<file path="src/hw/rtl/i2cdw_pkg.sv">
// Shared types and constants for the display write I2C master.
package i2cdw_pkg;

    // Frame geometry: address byte, control byte, payload byte.
    localparam int FRAME_BYTES = 3;
    localparam int FRAME_BITS  = FRAME_BYTES * 8;
    localparam int POS_W       = $clog2(FRAME_BITS);

    // Control byte values and the reset value of the phase length.
    localparam logic [7:0] CTRL_COMMAND = 8'h00;
    localparam logic [7:0] CTRL_DATA    = 8'h40;
    localparam logic [7:0] TICKS_RESET  = 8'd20;

    // Item kinds on the input stream.
    localparam logic KIND_TICK    = 1'b0;
    localparam logic KIND_REQUEST = 1'b1;

    // One classified item held in the queue between front and back.
    typedef struct packed {
        logic                  is_req;
        logic [FRAME_BITS-1:0] frame;
    } q_item_t;

    // One result item, highest bit first; scl_level is the lowest bit on the stream.
    typedef struct packed {
        logic done_res;
        logic accepted;
        logic busy_res;
        logic sda_level;
        logic scl_level;
    } res_t;

endpackage

</file>
<file path="src/hw/rtl/i2cdw_front.sv">
// Input side: classifies stream items and holds them in a two-entry queue.
module i2cdw_front (
    input  logic                   clk,
    input  logic                   rst_n,
    input  logic                   s_tvalid,
    output logic                   s_tready,
    input  logic [23:0]            s_tdata,   // device_address[7:0], data_mode[8], payload[16:9]
    input  logic                   s_tuser,   // kind
    output logic                   head_valid,
    input  logic                   head_ready,
    output i2cdw_pkg::q_item_t     head_item
);
    import i2cdw_pkg::*;

    q_item_t    entry_reg [2];
    logic       wr_ptr_reg, wr_ptr_next;
    logic       rd_ptr_reg, rd_ptr_next;
    logic [1:0] count_reg, count_next;
    logic       push;
    logic       pop;
    q_item_t    new_item;

    // Build the frame bytes from the request fields.
    always_comb
    begin
        new_item.is_req = (s_tuser == KIND_REQUEST);
        new_item.frame  = {s_tdata[7:0], (s_tdata[8] ? CTRL_DATA : CTRL_COMMAND),
                           s_tdata[16:9]};
    end

    assign s_tready   = (count_reg != 2'd2);
    assign push       = s_tvalid && s_tready;
    assign head_valid = (count_reg != 2'd0);
    assign pop        = head_valid && head_ready;
    assign head_item  = entry_reg[rd_ptr_reg];

    // Pointer and fill count update.
    always_comb
    begin
        wr_ptr_next = push ? ~wr_ptr_reg : wr_ptr_reg;
        rd_ptr_next = pop ? ~rd_ptr_reg : rd_ptr_reg;
        count_next  = count_reg;
        if (push && !pop)
        begin
            count_next = count_reg + 2'd1;
        end
        else if (pop && !push)
        begin
            count_next = count_reg - 2'd1;
        end
    end

    always_ff @(posedge clk or negedge rst_n)
    begin
        if (!rst_n)
        begin
            wr_ptr_reg <= 1'b0;
            rd_ptr_reg <= 1'b0;
            count_reg  <= 2'd0;
        end
        else
        begin
            wr_ptr_reg <= wr_ptr_next;
            rd_ptr_reg <= rd_ptr_next;
            count_reg  <= count_next;
        end
    end

    // Queue storage.
    always_ff @(posedge clk)
    begin
        if (push)
        begin
            entry_reg[wr_ptr_reg] <= new_item;
        end
    end

endmodule

</file>
<file path="src/hw/rtl/i2cdw_engine.sv">
// Back side: bus phase sequencer, pin registers and the result register.
module i2cdw_engine (
    input  logic                clk,
    input  logic                rst_n,
    input  logic                cfg_we,
    input  logic [7:0]          cfg_data,
    input  logic                item_valid,
    output logic                item_ready,
    input  i2cdw_pkg::q_item_t  item,
    output logic                res_valid,
    input  logic                res_ready,
    output i2cdw_pkg::res_t     res
);
    import i2cdw_pkg::*;

    typedef enum logic [8:0] {
        ST_IDLE   = 9'b000000001,
        ST_START1 = 9'b000000010,
        ST_START2 = 9'b000000100,
        ST_START3 = 9'b000001000,
        ST_BIT    = 9'b000010000,
        ST_ACK_HI = 9'b000100000,
        ST_ACK_LO = 9'b001000000,
        ST_STOP1  = 9'b010000000,
        ST_STOP2  = 9'b100000000
    } stage_t;

    stage_t                state_reg, state_next;
    logic [POS_W-1:0]      pos_reg, pos_next;
    logic [1:0]            sub_reg, sub_next;
    logic [7:0]            tick_reg, tick_next;
    logic [7:0]            ticks_reg;
    logic [FRAME_BITS-1:0] frame_reg, frame_next;
    logic                  scl_reg, scl_next;
    logic                  sda_reg, sda_next;
    logic                  out_valid_reg;
    res_t                  res_reg, res_next;
    logic                  take;
    logic                  accepted;
    logic                  done;
    logic                  advance;
    logic [7:0]            limit;
    logic [7:0]            tick_inc;

    assign item_ready = !out_valid_reg || res_ready;
    assign take       = item_valid && item_ready;
    assign res_valid  = out_valid_reg;
    assign res        = res_reg;

    assign limit    = (ticks_reg == 8'd0) ? 8'd1 : ticks_reg;
    assign tick_inc = tick_reg + 8'd1;

    // Phase sequencing for one item.
    always_comb
    begin
        state_next = state_reg;
        pos_next   = pos_reg;
        sub_next   = sub_reg;
        tick_next  = tick_reg;
        frame_next = frame_reg;
        accepted   = 1'b0;
        done       = 1'b0;
        advance    = 1'b0;
        if (item.is_req)
        begin
            if (state_reg == ST_IDLE)
            begin
                frame_next = item.frame;
                state_next = ST_START1;
                tick_next  = 8'd0;
                accepted   = 1'b1;
            end
        end
        else if (state_reg != ST_IDLE)
        begin
            tick_next = tick_inc;
            if (tick_inc >= limit)
            begin
                tick_next = 8'd0;
                advance   = 1'b1;
            end
        end
        if (advance)
        begin
            unique case (state_reg)
                ST_START1: state_next = ST_START2;
                ST_START2: state_next = ST_START3;
                ST_START3:
                begin
                    state_next = ST_BIT;
                    pos_next   = POS_W'(FRAME_BITS - 1);
                    sub_next   = 2'd0;
                end
                ST_BIT:
                begin
                    if (sub_reg != 2'd2)
                    begin
                        sub_next = sub_reg + 2'd1;
                    end
                    else if (pos_reg[2:0] == 3'd0)
                    begin
                        state_next = ST_ACK_HI;
                    end
                    else
                    begin
                        pos_next = pos_reg - POS_W'(1);
                        sub_next = 2'd0;
                    end
                end
                ST_ACK_HI: state_next = ST_ACK_LO;
                ST_ACK_LO:
                begin
                    if (pos_reg == POS_W'(0))
                    begin
                        state_next = ST_STOP1;
                    end
                    else
                    begin
                        state_next = ST_BIT;
                        pos_next   = pos_reg - POS_W'(1);
                        sub_next   = 2'd0;
                    end
                end
                ST_STOP1: state_next = ST_STOP2;
                ST_STOP2:
                begin
                    state_next = ST_IDLE;
                    done       = 1'b1;
                end
                default: state_next = ST_IDLE;
            endcase
        end
    end

    // Pin levels for the phase being entered.
    always_comb
    begin
        scl_next = scl_reg;
        sda_next = sda_reg;
        if (accepted || advance)
        begin
            unique case (state_next)
                ST_IDLE:   begin scl_next = 1'b1; sda_next = 1'b1; end
                ST_START1: begin scl_next = 1'b1; sda_next = 1'b1; end
                ST_START2: begin scl_next = 1'b1; sda_next = 1'b0; end
                ST_START3: begin scl_next = 1'b0; sda_next = 1'b0; end
                ST_BIT:
                begin
                    scl_next = (sub_next == 2'd1);
                    sda_next = frame_reg[pos_next];
                end
                ST_ACK_HI: begin scl_next = 1'b1; sda_next = 1'b1; end
                ST_ACK_LO: begin scl_next = 1'b0; sda_next = 1'b1; end
                ST_STOP1:  begin scl_next = 1'b1; sda_next = 1'b0; end
                ST_STOP2:  begin scl_next = 1'b1; sda_next = 1'b1; end
                default:   begin scl_next = 1'b1; sda_next = 1'b1; end
            endcase
        end
    end

    // Result fields after this item.
    always_comb
    begin
        res_next.scl_level = scl_next;
        res_next.sda_level = sda_next;
        res_next.busy_res  = (state_next != ST_IDLE);
        res_next.accepted  = accepted;
        res_next.done_res  = done;
    end

    always_ff @(posedge clk or negedge rst_n)
    begin
        if (!rst_n)
        begin
            state_reg     <= ST_IDLE;
            pos_reg       <= '0;
            sub_reg       <= 2'd0;
            tick_reg      <= 8'd0;
            ticks_reg     <= TICKS_RESET;
            scl_reg       <= 1'b1;
            sda_reg       <= 1'b1;
            out_valid_reg <= 1'b0;
        end
        else
        begin
            if (cfg_we)
            begin
                ticks_reg <= cfg_data;
            end
            if (take)
            begin
                state_reg <= state_next;
                pos_reg   <= pos_next;
                sub_reg   <= sub_next;
                tick_reg  <= tick_next;
                scl_reg   <= scl_next;
                sda_reg   <= sda_next;
            end
            if (take)
            begin
                out_valid_reg <= 1'b1;
            end
            else if (res_ready)
            begin
                out_valid_reg <= 1'b0;
            end
        end
    end

    // Payload registers.
    always_ff @(posedge clk)
    begin
        if (take)
        begin
            frame_reg <= frame_next;
            res_reg   <= res_next;
        end
    end

endmodule

</file>
<file path="src/hw/rtl/i2c_display_write_master.sv">
// Top level of the write-only I2C master for a display controller.
//
//  Channel   Direction  Handshake            Contents
//  s_*       in         s_tvalid / s_tready  tick or transfer request
//  m_*       out        m_tvalid / m_tready  pin levels, busy, accepted, done
//  cfg_*     in         cfg_we               phase_ticks register
//
// One item per cycle is sustained while m_tready is high: each item updates the phase
// sequencer at once, and the result register frees as the next result is loaded.
// An input transaction reaches the result through the queue entry and the result register.
// Reset is asynchronous, active low; the pins come out of reset released.
// A stall on m_* backs up the two-entry queue, which then drops s_tready.
module i2c_display_write_master (
    input  logic        clk,
    input  logic        rst_n,
    input  logic        s_tvalid,
    output logic        s_tready,
    input  logic [23:0] s_tdata,   // device_address[7:0], data_mode[8], payload[16:9]
    input  logic        s_tuser,   // kind
    output logic        m_tvalid,
    input  logic        m_tready,
    output logic [7:0]  m_tdata,   // scl_level[0], sda_level[1], busy_res[2], accepted[3],
                                   // done_res[4]
    input  logic        cfg_we,
    input  logic [7:0]  cfg_data
);
    import i2cdw_pkg::*;

    q_item_t head_item;
    logic    head_valid;
    logic    head_ready;
    res_t    res;

    i2cdw_front u_front (
        .clk        (clk),
        .rst_n      (rst_n),
        .s_tvalid   (s_tvalid),
        .s_tready   (s_tready),
        .s_tdata    (s_tdata),
        .s_tuser    (s_tuser),
        .head_valid (head_valid),
        .head_ready (head_ready),
        .head_item  (head_item)
    );

    i2cdw_engine u_engine (
        .clk        (clk),
        .rst_n      (rst_n),
        .cfg_we     (cfg_we),
        .cfg_data   (cfg_data),
        .item_valid (head_valid),
        .item_ready (head_ready),
        .item       (head_item),
        .res_valid  (m_tvalid),
        .res_ready  (m_tready),
        .res        (res)
    );

    assign m_tdata = {3'b000, res};

endmodule

</file>
<file path="config.mk">
export PLATFORM = sky130hd
export DESIGN_NAME = i2c_display_write_master
export DESIGN_NICKNAME = d
export VERILOG_FILES = /design/src/hw/rtl/i2cdw_pkg.sv /design/src/hw/rtl/i2cdw_front.sv /design/src/hw/rtl/i2cdw_engine.sv /design/src/hw/rtl/i2c_display_write_master.sv
export SDC_FILE = /design/constraint.sdc
export NUM_CORES = 1
export LEC_CHECK = 0
export BUFFER_PORTS_ARGS = -buffer_cell sky130_fd_sc_hd__buf_2
export CAP_MARGIN = 30
export CELL_PAD_IN_SITES_DETAIL_PLACEMENT = 1
export CELL_PAD_IN_SITES_GLOBAL_PLACEMENT = 2
export CORE_ASPECT_RATIO = 1.75
export CORE_MARGIN = 2
export CORE_UTILIZATION = 40
export CTS_CLUSTER_SIZE = 14
export DETAILED_ROUTE_END_ITERATION = 8
export HOLD_SLACK_MARGIN = 0.02
export PLACE_DENSITY_LB_ADDON = 0.25
export SYNTH_ARGS = -nofsm -noshare
export SYNTH_HDL_FRONTEND = slang
export SYNTH_SLANG_ARGS = --single-unit
</file>
<file path="constraint.sdc">
create_clock -name clk -period 5.05 [get_ports clk]
set_input_delay 1.01 -clock clk [delete_from_list [all_inputs] [get_ports clk]]
set_output_delay 1.01 -clock clk [all_outputs]
set_load 0.01 [all_outputs]
</file>
==> impl_metrics.toml, run 1 <==
[status]
outcome = "completed"

[clock_network]
postCtsHoldBufs = 0
cts_resized = 0
cts_sinks = 97
cts_tree = "done"
root_buffer = "clkbuf_16"
cts.clk_slew.worst_paths_ps = 70
clock_path_buffers = 2
post_cts_buffers = 0
htree_levels = 3
insertion_delay_ps = 360
numCtsBuffers = 9

[critical_path]
crit_path_frequent_cell = "and3_1"
critPathMaxStageDelay_ps = 550
critPathBufInv = 1
critPathLaunchType = "register"
crit_family = "compound AO/OA/AOI/OAI gates"
slowest_stage = "o31ai_2"
crit_required_ps = 5250
setup.worst_path.class = "reg2reg"
cp_cell_sequence = "and3_1 > and3_1 > and3_1 > xor2_1 > ha_1 > nand4_1 > o31ai_2 > buf_4 > nand4_1 > a211oi_1 > o2111a_1 > nand3_1 > o32a_1 > a2bb2oi_1"
crit_arrival_ps = 4440
cp_max_fo = 9
critPathCaptureType = "register"

[cells_and_area]
num_antenna_cells = 0
fin_nets = 551
utilization = 0.457
area_growth_pct = 13.0
drive_above_1_share = 0.208
largest_reg_flops = 36

[logic_synthesis]
async_flop_share = 0.402
synth.top_cell.area_share = 0.336
synthesis.area_um2 = 5180
synth.most_common_cell = "edfxtp_1"
yosysTopAreaCell = "edfxtp_1"
yosysSeqAreaShare = 0.526
synth_area_leaders = "edfxtp_1, dfrtp_1, mux2_2"
syn_avg_cell_area_um2 = 11.1
yosysUniqueCellTypes = 74
yosys_most_used_dff = "edfxtp_1"
ys_warn_count = 0
ys_top_cells_by_count = "edfxtp_1, nand2_1, o21ai_0"
syn_inst = 465
synth-edff-count = 58
yosys_register_bits = 97

[timing]
whs_ps = 505
rsz0062_at_grt = "no"
drv_slew = 0
slew_headroom = 0.446
min_period_over_period = 0.840
worst_pin_slew_ps = 831
fin_skew_ps = 12.4
fin_setup_tns_ps = 0
fmax_mhz = 236
fin_crit_ps = 4240
setup_viol = 0
hold_viol = 0

[global_routing]
antenna_found_initial = 0
grt_max_degree = 25
grt_pass1_wl_um = 21600
grt_usage = 0.198
grt_pass1_vias = 4223
grt-ovfl-total = 0

[place]
port_buffers = 37
hpwl_um = 9880
place_congestion = 0.885

[floorplanning]
die_y_um = 154
dieArea_um2 = 13900
initial_core_util = 0.404
die_w_um = 90.0
coreArea_um2 = 12800
pin_count = 48
rows = 55

[route]
drc = 0
finalWirelength_um = 13000
postRouteAntennaNets = 0
vias = 3849
avgRoutedWirePerCell_um = 19.2
drt_iter0_drc = 139
firstDrtPassIters = 4
viasPerCell = 5.69

[worst_hold_path]
min_path_type = "reg2reg"

[pwr]
p_leak_nw = 2.27
powerDensity_nw_per_um2 = 491
vdd_drop_max_uv = 268

[flow_run]
cap_violations = 0
power by group:
group	switching (W)	internal, W	total, W	leakage [nW]
combinational	0.000595	0.000390	0.000985	1.09
sequential	0.000144	0.00104	0.00118	1.03
clock	0.000350	0.000358	0.000708	0.152
total	0.00109	0.00178	0.00287	2.27
logic make-up (layout without fill, tap and decap cells):
| family | count (synthesis) | in the layout | synth area share |
|---|---|---|---|
| DFF | 97 | 97 | 0.526 |
| xor gates and xnor gates | 13 | 13 | 0.0220 |
| buffers and inverters | 41 | 79 | 0.0365 |
| AOI/OAI and AO/OA | 113 | 113 | 0.157 |
| adders and majority gates | 13 | 13 | 0.0314 |
| muxes | 24 | 24 | 0.0522 |
| and+or+nand+nor | 163 | 163 | 0.174 |
| other | 1 | 3 | 0.000724 |
per-stage QoR:
step	setup slack, ps	total power (W)	std cells	instance area, um^2
after detailed placement	804	0.00220	660	5540
final	810	0.00287	676	5850
after global placement	903	0.00215	659	5520
after global routing	491	0.00307	676	5850
after floorplan	1570	0.00187	467	5180
after CTS	755	0.00291	676	5850
layout make-up:
cell class | instances | area, um^2
Inverter | 17 | 63.8
Clock inverter | 7 | 86.3
Sequential cell | 97 | 2720
Timing Repair Buffer | 46 | 265
Fill cell | 1444 | 6950
Tap cell | 171 | 214
Multi-Input combinational cell | 329 | 2270
Clock buffer | 9 | 225
per-layer routing:
| layer | track usage | wire length (um) | up-vias |
|---|---|---|---|
| met5 | 0 | 0 | - |
| met4 | 0.0835 | 432 | 0 |
| met3 | 0.0263 | 313 | 28 |
| met2 | 0.391 | 7360 | 73 |
| met1 | 0.207 | 4910 | 1923 |
| li1 | - | - | 1825 |
cells in the final DEF, fill, tap and decap left out, types with 10 or more instances in the layout:
cell type  count
nand2_1       49
buf_2         37
edfxtp_1      58
nand3_1       16
dfrtp_1       34
nor3_1        11
ha_1          13
a21oi_1       14
mux2_2        21
nor2_1        23
nand4_1       10
o21ai_0       35
and3_1        10
inv_1         16
final timing paths:
| check | start | endpoint | slack (ps) | depth (start not counted) |
|---|---|---|---|---|
| min in group asynchronous | rst_n | u_engine.sub_reg[1] | 610 | 1 |
| worst max register to register | u_engine.tick_reg[0] | u_engine.res[1] | 810 | 14 |
| worst max-delay path | u_engine.tick_reg[0] | u_engine.res[1] | 810 | 14 |
| worst min-delay path | u_front.wr_ptr_reg | u_front.wr_ptr_reg | 510 | 1 |
| worst min register to register | u_front.wr_ptr_reg | u_front.wr_ptr_reg | 510 | 1 |
| max in group asynchronous | rst_n | u_engine.ticks_reg[4] | 3870 | 2 |
Note: power is estimated with default switching activity, not from simulation.
==> run 2, diff against run 1 <==
--- a/config.mk
+++ b/config.mk
@@ -11,7 +11,7 @@
 export CELL_PAD_IN_SITES_GLOBAL_PLACEMENT = 2
 export CORE_ASPECT_RATIO = 1.75
 export CORE_MARGIN = 2
-export CORE_UTILIZATION = 40
+export CORE_UTILIZATION = 36
 export CTS_CLUSTER_SIZE = 14
 export DETAILED_ROUTE_END_ITERATION = 8
 export HOLD_SLACK_MARGIN = 0.02
==> constraint.sdc (replaced) <==
create_clock -name clk -period 3.6 [get_ports clk]
set_input_delay 0.72 -clock clk [delete_from_list [all_inputs] [get_ports clk]]
set_output_delay 0.72 -clock clk [all_outputs]
set_load 0.01 [all_outputs]
==> impl_metrics.toml, run 2 (synthesized netlist as in run 1, its figures left out) <==
[status]
outcome = "finished with violations"
violations = "setup timing"

[critical_path]
crit_required_ps = 3710
cp_max_fo = 5
cp_cell_sequence = "buf_4 > ha_4 > buf_4 > xor2_1 > ha_2 > o21a_1 > nor2_2 > o31ai_2 > buf_4 > nand4_1 > buf_4 > buf_4 > mux2i_2 > buf_4 > o21a_1 > a221oi_2 > o32a_1 > a2bb2oi_2"
critPathLaunchType = "register"
crit_path_frequent_cell = "buf_4"
crit_family = "compound AO/OA/AOI/OAI gates"
crit_arrival_ps = 3930
critPathMaxStageDelay_ps = 390
critPathBufInv = 6
setup.worst_path.class = "reg2reg"
slowest_stage = "dfrtp_1"
critPathCaptureType = "register"

[route]
firstDrtPassIters = 4
viasPerCell = 5.47
finalWirelength_um = 14200
drt_iter0_drc = 142
avgRoutedWirePerCell_um = 18.9
drc = 0
vias = 4093
postRouteAntennaNets = 0

[global_routing]
met3_usage = 0.0245
met1_usage = 0.194
grt_pass1_vias = 4508
top_usage_layer = "met2"
grt_pass1_wl_um = 23000
antenna_found_initial = 0
grt_max_degree = 26
grtUsageMet2 = 0.384
grt-ovfl-total = 0
grt_usage = 0.195

[floorplanning]
pin_count = 48
coreArea_um2 = 14200
die_w_um = 94.6
dieArea_um2 = 15400
die_y_um = 163
rows = 58
initial_core_util = 0.364

[cells_and_area]
num-fill-cells = 1587
final_cell_mix = "buf_4, edfxtp_1, nand2_1, buf_2"
mostFrequentLayoutCell = "buf_4"
num_antenna_cells = 0
utilization = 0.461
largest_reg_flops = 36
stdcell_count = 748
drive_above_1_share = 0.340
fin_nets = 614
area_growth_pct = 26.7

[flow_run]
cap_violations = 0

[clock_network]
htree_levels = 3
clock_path_buffers = 2
numCtsBuffers = 9
postCtsHoldBufs = 0
cts.clk_slew.worst_paths_ps = 80
root_buffer = "clkbuf_16"
cts_tree = "done"
cts_sinks = 97
insertion_delay_ps = 350

[timing]
min_period_over_period = 1.06
setup_viol = 2
hold_viol = 0
whs_ps = 292
worst_pin_slew_ps = 828
fin_skew_ps = 10.3
drv_slew = 0
rsz0062_at_grt = "yes"
fin_crit_ps = 3820
fmax_mhz = 261
slew_headroom = 0.448
postLayoutSetupSlackWorst_ps = -224
fin_setup_tns_ps = -442

[worst_hold_path]
min_path_type = "in2async"

[place]
hpwl_um = 10600
place_congestion = 0.832
placed_cells = 716
pre_cts_slack_ps = -279
port_buffers = 37

[pwr]
vdd_drop_max_uv = 428
p_leak_nw = 2.62
powerDensity_nw_per_um2 = 659
==> run 2: layer usage <==
metal  up-vias  share of wire  wire (um)
li1       1942              -          -
met1      2046           0.35       5010
met2        79           0.58       8270
met3        26          0.021        304
met4         0          0.040        565
met5         -              0          0
==> run 2: final cells by class <==
cell class | count | area [um^2] | area share
clock buffer | 9 | 225 | 0.0344
sequential | 97 | 2720 | 0.415
clock inverter | 7 | 78.8 | 0.0120
timing repair buffer | 109 | 758 | 0.116
tap | 180 | 225 | 0.0344
multi-input combinational | 329 | 2480 | 0.378
inverter | 17 | 63.8 | 0.00973
==> run 2: timing repair <==
item,CTS,global route
resized for setup,27,10
pin swaps,15,12
buffers inserted,8,8
endpoints found under the setup margin,4,4
==> run 2: where the power goes <==
part | leakage [nW] | switching, W | internal, W | total, W
Sequential | 1.03 | 0.000127 | 0.00145 | 0.00158
Combinational | 1.43 | 0.00101 | 0.000743 | 0.00175
Clock | 0.149 | 0.000493 | 0.000499 | 0.000992
Total | 2.62 | 0.00163 | 0.00270 | 0.00432
==> run 2: final timing paths <==
check	start	end	slack [ps]	cells after the start
max in group asynchronous	rst_n	u_engine.ticks_reg[2]	2750	2
worst min register to register	u_engine.ticks_reg[0]	u_engine.ticks_reg[0]	510	1
worst min-delay path	rst_n	u_engine.state_reg[8]	290	1
worst max-delay path	u_engine.tick_reg[1]	u_engine.res[1]	-220	18
min in group clk	u_engine.ticks_reg[0]	u_engine.ticks_reg[0]	510	1
worst max register to register	u_engine.tick_reg[1]	u_engine.res[1]	-220	18
==> run 2: per-stage QoR <==
step                      power, W  instance area [um^2]
after floorplan            0.00262                  5180
after global placement     0.00318                  5890
after detailed placement   0.00324                  5910
after CTS                  0.00430                  6440
after global routing       0.00460                  6560
final                      0.00432                  6560
==> run 3, diff against run 2 <==
--- a/config.mk
+++ b/config.mk
@@ -11,7 +11,8 @@
 export CELL_PAD_IN_SITES_GLOBAL_PLACEMENT = 2
 export CORE_ASPECT_RATIO = 1.75
 export CORE_MARGIN = 2
-export CORE_UTILIZATION = 36
+export CORE_UTILIZATION = 37
+export CTS_BUF_LIST = sky130_fd_sc_hd__clkbuf_4
 export CTS_CLUSTER_SIZE = 14
 export DETAILED_ROUTE_END_ITERATION = 8
 export HOLD_SLACK_MARGIN = 0.02
==> impl_metrics.toml, run 3 (synthesized netlist as in run 1, its figures left out) <==
[clock_network]
cts_sinks = 97
insertion_delay_ps = 460
numCtsBuffers = 9
postCtsHoldBufs = 0
clock_path_buffers = 2
htree_levels = 3
cts.clk_slew.worst_paths_ps = 180
root_buffer = "clkbuf_4"
cts_tree = "done"

[critical_path]
critPathCaptureType = "register"
crit_required_ps = 4000
setup.worst_path.class = "reg2reg"
slowest_stage = "dfrtp_1"
crit_path_frequent_cell = "and3_4"
critPathLaunchType = "register"
cp_cell_sequence = "and3_4 > and3_4 > and3_4 > xor2_4 > ha_4 > nand4_1 > o31ai_4 > buf_6 > nand4_1 > buf_6 > mux2_4 > o41ai_4 > nand3_1 > o32a_1 > a31oi_1"
crit_arrival_ps = 4100
cp_max_fo = 5
critPathMaxStageDelay_ps = 440

[place]
port_buffers = 37
place_congestion = 0.841
hpwl_um = 10500
dpl_cell_area_um2 = 5880
pre_cts_slack_ps = -271

[route]
postRouteAntennaNets = 0
firstDrtPassIters = 4
drt_iter0_drc = 138
viasPerCell = 5.47
drc = 0
avgRoutedWirePerCell_um = 18.6
vias = 4031
finalWirelength_um = 13700

[pwr]
powerDensity_nw_per_um2 = 621
p_total_w = 0.00393
p_leak_nw = 2.49
vdd_drop_max_uv = 550

[floorplanning]
initial_core_util = 0.376
coreArea_um2 = 13800
dieArea_um2 = 15000
rows = 57
die_y_um = 160
pin_count = 48
die_w_um = 93.4

[global_routing]
grt_max_degree = 27
antenna_found_initial = 1
grt_usage = 0.192
grt_pass1_wl_um = 22300
grt_pass1_vias = 4431
grt-ovfl-total = 0

[timing]
drv_slew = 0
fin_setup_tns_ps = -189
postLayoutSetupSlackWorst_ps = -98.5
worst_pin_slew_ps = 795
fin_crit_ps = 3700
slew_headroom = 0.470
fin_skew_ps = 22.1
whs_ps = 147
fmax_mhz = 270
hold_viol = 0
min_period_over_period = 1.03
setup_viol = 2
rsz0062_at_grt = "yes"

[flow_run]
cap_violations = 0

[cells_and_area]
final_cell_mix = "edfxtp_1, buf_4, nand2_1, buf_2, dfrtp_1"
num-fill-cells = 1501
multiInputGateArea_um2 = 2500
area_growth_pct = 22.5
regArea_um2 = 2720
drive_above_1_share = 0.331
fin_nets = 605
fin_area_um2 = 6340
mostFrequentLayoutCell = "edfxtp_1"
largest_reg_flops = 36

[status]
outcome = "finished with violations"
violations = "setup timing"

[worst_hold_path]
min_path_type = "in2async"
[run 3: through the flow]
step | cells | util
2_1_floorplan | 467 | -
3_3_place_gp | 710 | 0.426
3_5_place_dp | 711 | 0.427
4_1_cts | 733 | 0.453
5_1_grt | 737 | 0.461
6_report | 737 | 0.461
[run 3: worst max-delay path, delay by kind of cell, from the launching register on]
family | cells | cell delay, ps
AOI/OAI and AO/OA | 4 | 1160
xor gates and xnor gates | 1 | 160
adders and majority gates | 1 | 290
buffers and inverters | 2 | 310
DFF | 1 | 440
muxes | 1 | 330
and+or+nand+nor | 6 | 950
[run 3: power breakdown]
| part | internal [W] | switching [W] | total (W) |
|---|---|---|---|
| clock network | 0.000163 | 0.000429 | 0.000592 |
| logic | 0.000744 | 0.00102 | 0.00176 |
| registers | 0.00145 | 0.000126 | 0.00158 |
[run 3: routing by layer]
metal / track usage / wire length, um
met3: 0.0295 / 340
met5: 0 / 0
met4: 0.108 / 699
met1: 0.196 / 4860
met2: 0.359 / 7820
[run 3: cell type report]
cell class | instances | area share
Sequential cell | 97 | 0.430
Multi-Input combinational cell | 329 | 0.394
Timing Repair Buffer | 100 | 0.109
Tap cell | 177 | 0.0349
Clock inverter | 7 | 0.0114
Clock buffer | 9 | 0.0107
Inverter | 17 | 0.0101
Antenna cell | 1 | 0.000395
[run 3: final timing paths]
path / startpoint / endpoint / slack [ps] / cells after the start
worst max register to register: u_engine.tick_reg[0] / u_engine.sda_reg / -100 / 15
worst min-delay path: rst_n / u_engine.state_reg[8] / 150 / 1
min in group clk: s_tdata[15] / u_front.entry_reg[0][6] / 440 / 1
worst max-delay path: u_engine.tick_reg[0] / u_engine.sda_reg / -100 / 15
max in group asynchronous: rst_n / u_engine.ticks_reg[4] / 2890 / 2
worst min register to register: u_front.wr_ptr_reg / u_front.wr_ptr_reg / 510 / 1
[run 3: timing repair]
action / in CTS / in global routing
endpoints found under the hold margin: 0 / 0
pin swaps: 15 / 6
gates resized for setup: 31 / 13
gates cloned: 0 / 0
setup buffers: 7 / 3
setup endpoints to repair: 4 / 4
